[config.mk]
export PLATFORM = sky130hd
export DESIGN_NAME = ils_queue
export DESIGN_NICKNAME = d
export VERILOG_FILES = /design/src/rtl/indexed_list_store_core_macros.svh /design/src/rtl/ils_pkg.sv /design/src/rtl/ils_queue.sv
export SDC_FILE = /design/constraint.sdc
export NUM_CORES = 1
export LEC_CHECK = 0
export BUFFER_PORTS_ARGS = -buffer_cell sky130_fd_sc_hd__buf_2
export CAP_MARGIN = 5
export CORE_AREA = 2 2 91 93
export CTS_CLUSTER_SIZE = 28
export DETAILED_ROUTE_END_ITERATION = 8
export DIE_AREA = 0 0 93 95
export PLACE_DENSITY = 0.68
export SYNTH_ARGS = -nofsm -noshare
export SYNTH_HDL_FRONTEND = slang
export SYNTH_SLANG_ARGS = --single-unit
export TNS_END_PERCENT = 1
[constraint.sdc]
create_clock -name clk_i -period 5.35 [get_ports clk_i]
set_input_delay 0 -clock clk_i [delete_from_list [all_inputs] [get_ports clk_i]]
set_output_delay 0 -clock clk_i [all_outputs]
set_load 0.05 [all_outputs]
[src/rtl/indexed_list_store_core_macros.svh]
// Assertion helpers for the indexed list store core.
`ifndef INDEXED_LIST_STORE_CORE_MACROS_SVH
`define INDEXED_LIST_STORE_CORE_MACROS_SVH

`ifndef NO_ASSERTIONS

`define ILS_ASSERT(lbl, clk, rstn, prop, msg) \
  lbl: assert property (@(posedge clk) disable iff (!rstn) prop) else $error(msg);

`define ILS_NEVER(lbl, clk, rstn, expr, msg) \
  lbl: assert property (@(posedge clk) disable iff (!rstn) !(expr)) else $error(msg);

`else

`define ILS_ASSERT(lbl, clk, rstn, prop, msg)

`define ILS_NEVER(lbl, clk, rstn, expr, msg)

`endif

`endif

[src/rtl/ils_pkg.sv]
package ils_pkg;

  localparam int unsigned CMD_W = 3;
  localparam int unsigned POS_W = 7;
  localparam int unsigned VAL_W = 32;
  localparam int unsigned CNT_W = 7;

  localparam logic [CMD_W-1:0] CMD_GET      = 3'd0;
  localparam logic [CMD_W-1:0] CMD_ADD_HEAD = 3'd1;
  localparam logic [CMD_W-1:0] CMD_ADD_TAIL = 3'd2;
  localparam logic [CMD_W-1:0] CMD_ADD_AT   = 3'd3;
  localparam logic [CMD_W-1:0] CMD_DELETE   = 3'd4;

  localparam logic [VAL_W-1:0] READ_MISS = '1;

  typedef enum logic [2:0] {
    OP_GET,
    OP_ADD_HEAD,
    OP_ADD_TAIL,
    OP_ADD_AT,
    OP_DELETE,
    OP_BAD
  } op_kind_e;

  typedef struct packed {
    op_kind_e         kind;
    logic [POS_W-1:0] pos;
    logic [VAL_W-1:0] value;
  } op_t;

  typedef struct packed {
    logic [VAL_W-1:0] read_value;
    logic             hit;
    logic             rejected;
    logic [CNT_W-1:0] count;
    logic             empty;
  } res_t;

endpackage

[src/rtl/ils_queue.sv]
module ils_queue (
  input  logic         clk_i,
  input  logic         rst_ni,
  input  logic         push_i,
  input  ils_pkg::op_t op_i,
  output logic         full_o,
  input  logic         pop_i,
  output logic         valid_o,
  output ils_pkg::op_t op_o
);

  ils_pkg::op_t slot_q [2];
  logic         wr_ptr_q, wr_ptr_d;
  logic         rd_ptr_q, rd_ptr_d;
  logic [1:0]   fill_q, fill_d;

  assign full_o  = fill_q == 2'd2;
  assign valid_o = fill_q != 2'd0;
  assign op_o    = slot_q[rd_ptr_q];

  always_comb begin
    wr_ptr_d = push_i ? !wr_ptr_q : wr_ptr_q;
    rd_ptr_d = pop_i ? !rd_ptr_q : rd_ptr_q;
    fill_d   = fill_q + 2'(push_i) - 2'(pop_i);
  end

  always_ff @(posedge clk_i) begin
    if (push_i) begin
      slot_q[wr_ptr_q] <= op_i;
    end
  end

  always_ff @(posedge clk_i or negedge rst_ni) begin
    if (!rst_ni) begin
      wr_ptr_q <= 1'b0;
      rd_ptr_q <= 1'b0;
      fill_q   <= 2'd0;
    end else begin
      wr_ptr_q <= wr_ptr_d;
      rd_ptr_q <= rd_ptr_d;
      fill_q   <= fill_d;
    end
  end

endmodule

==> results.sh <==
export IMPL_status="finished, final reports clean"
export IMPL_drt_initial_drc_count=81
export IMPL_die_area_um2=8840
export IMPL_p_per_area_nw_per_um2=558
export IMPL_synth_most_common_cell="edfxtp_1"
export IMPL_slew_headroom=0.324
export IMPL_gp_congestion=0.674
export IMPL_dpl_hpwl_um=3570
export IMPL_ctsResizeCount=0
export IMPL_final_util=0.580
export IMPL_fin_cells=399
export IMPL_avgSynthCellArea_um2=23.5
export IMPL_io_pins=90
export IMPL_finalCritPeriodShare=0.405
export IMPL_synth_cell_area_um2=3430
export IMPL_cts_sinks=88
export IMPL_grt_max_degree=43
export IMPL_postCtsHoldBufs=46
export IMPL_die_y_um=95
export IMPL_root_buffer="clkbuf_8"
export IMPL_wire_per_inst_um=14.9
export IMPL_finalSetupTns_ns=0
export IMPL_endpoint_kind="primary output"
export IMPL_antenna_found_initial=0
export IMPL_synth_seq_cells=88
export IMPL_syn_nets=194
export IMPL_drv_cap=0
export IMPL_viasPerCell=4.48
export IMPL_grt_overflow=0
export IMPL_dr_pass1_iters=4
export IMPL_area_growth_pct=34.0
export IMPL_worst_pin_slew_ns=1.01
export IMPL_die_x_um=93
export IMPL_hold_class="in -> reg"
export IMPL_cp_max_fo=29
export IMPL_worstPathArrival_ns=2.17
export IMPL_ant_nets=0
export IMPL_leakage_uw=0.00188
export IMPL_placementRows=33
export IMPL_rsz0062_at_grt="no"
export IMPL_ir_drop_uv=330
export IMPL_synth_area_leader_cell="edfxtp_1"
export IMPL_postSynthCellCount=146
export IMPL_clock_latency_ns=0.34
export IMPL_worst_clock_skew_ns=0.00691
export IMPL_synthArstFlopShare=0.0455
export IMPL_netlist_area_leader_share=0.735
export IMPL_drive_gt1_frac=0.514
export IMPL_slew_violations=0
export IMPL_cts_buffers_inserted=9
export IMPL_grt_pass1_wl_um=9180
export IMPL_fillers=630
export IMPL_cts_htree_levels=3
export IMPL_portBuffers=89
export IMPL_nets=337
export IMPL_cts_buffer_depth=2
export IMPL_path_class="reg -> out"
export IMPL_start_util=0.433
export IMPL_vias=1787
export IMPL_synthTopCellsByCount="edfxtp_1 (84), mux2_4 (39), buf_12 (4), dfrtp_1 (4), mux2_2 (3)"
export IMPL_min_period_ns=2.17
export IMPL_cts_tree="done"
export IMPL_n_antenna_cell=0
export IMPL_synth_edf_count=84
export IMPL_grtUsageTotal=0.141
export IMPL_synth_flop_cell="edfxtp_1"
export IMPL_hold_viol_final=0
export IMPL_synth_cell_types=13
export IMPL_wl_um=5940
export IMPL_ys_seq_area_frac=0.764
export IMPL_path_clk_slew_ns=0.09
export IMPL_synth_warnings=0
export IMPL_remaining_drc_errors=0
export IMPL_synth_area_leaders="edfxtp_1 (73%), mux2_4 (17%), dfrtp_1 (2.9%)"
export IMPL_grt_pass1_vias=1888
export IMPL_worstPathRequired_ns=5.35
export IMPL_max_clock_freq_mhz=461
export IMPL_final_setup_viol_count=0
export IMPL_dp_cells=337
export IMPL_cp_start_kind="flop"
export IMPL_cts_setup_buffers=0
export IMPL_fp_coreArea_um2=7930
==> flip-flops by register name, indices dropped and copies added, names as in the netlist <==
register  cells
wr_ptr_q      1
slot_q       84
fill_q        2
rd_ptr_q      1
==> cell usage in the layout, fill, tap and decap left out <==
cell type	netlist	routed
nor2b_1	2	1
dfrtp_1	4	3
nor2b_4	0	1
xor2_1	2	2
buf_2	0	89
clkinv_1	0	1
inv_1	2	2
clkinv_4	0	1
mux2_2	3	3
dlygate4sd3_1	0	46
clkinvlp_4	0	1
xor3_1	1	1
inv_6	0	2
buf_4	0	2
or2_2	1	1
and2_2	0	1
clkbuf_1	0	1
mux2_4	39	39
bufinv_16	0	1
dfrtp_2	0	1
edfxtp_1	84	84
clkbuf_8	0	9
ha_1	2	2
==> worst max-delay path, cell delays in order, from the launching register on <==
cell and delay [ns]:
dfrtp_2 0.65, buf_4 0.55, mux2_2 0.40, buf_2 0.21
==> where the power goes <==
group | switching, uW | internal, uW | total [uW] | leakage, uW
sequential | 67.9 | 918 | 986 | 0.000834
combinational | 748 | 384 | 1130 | 0.000949
clock | 231 | 219 | 450 | 0.0000949
==> metrics by stage <==
step | hold WS [ns] | cell area (um^2) | worst slack [ns] | total power (uW)
CTS | 0.350 | 4600 | 3.13 | 2590
detailed placement | -0.184 | 3940 | 3.52 | 2120
global placement | -0.184 | 3940 | 3.53 | 2110
finish | 0.371 | 4600 | 3.18 | 2570
floorplan | -0.296 | 3430 | 2.62 | 1970
global route | 0.358 | 4600 | 3.06 | 2670
==> path summary, 6_finish.rpt <==
path | from | endpoint | slack, ns | depth (start not counted)
hold / removal | op_i[33] | slot_q[1][33] | 0.37 | 2
hold reg to reg | wr_ptr_q | wr_ptr_q | 0.56 | 1
min in group asynchronous | rst_ni | wr_ptr_q | 0.54 | 3
max in group asynchronous | rst_ni | rd_ptr_q | 4.61 | 3
setup reg to reg | wr_ptr_q | slot_q[1][20] | 3.65 | 1
setup / recovery | rd_ptr_q | op_o[41] | 3.18 | 3
==> metal layers <==
metal / track usage / up-vias / part of all wire
li1: - / 852 / -
met1: 0.168 / 870 / 0.42
met2: 0.243 / 61 / 0.51
met3: 0.0535 / 4 / 0.065
met4: 0.0331 / 0 / 0.0037
met5: 0 / - / 0
==> kinds of logic (layout without fill, tap and decap cells) <==
family / Yosys count / count (layout) / synth area share
fa+ha+maj: 2 / 2 / 0.00729
xor+xnor: 3 / 3 / 0.0120
buf+inv: 7 / 155 / 0.0288
flops: 88 / 88 / 0.764
simple gates: 4 / 4 / 0.00729
mux: 42 / 42 / 0.180
==> layout make-up <==
type                    instances  area (um^2)  share of cell area
repair buffers                137          921               0.200
well taps                     105          131              0.0286
clock buffers                  10          128              0.0278
flip-flops and latches         88         2620               0.571
clock inverters                 6         67.6              0.0147
inverters                       2         7.51             0.00163
multi-input cells              51          719               0.156
Note: power is estimated with default switching activity, not from simulation.
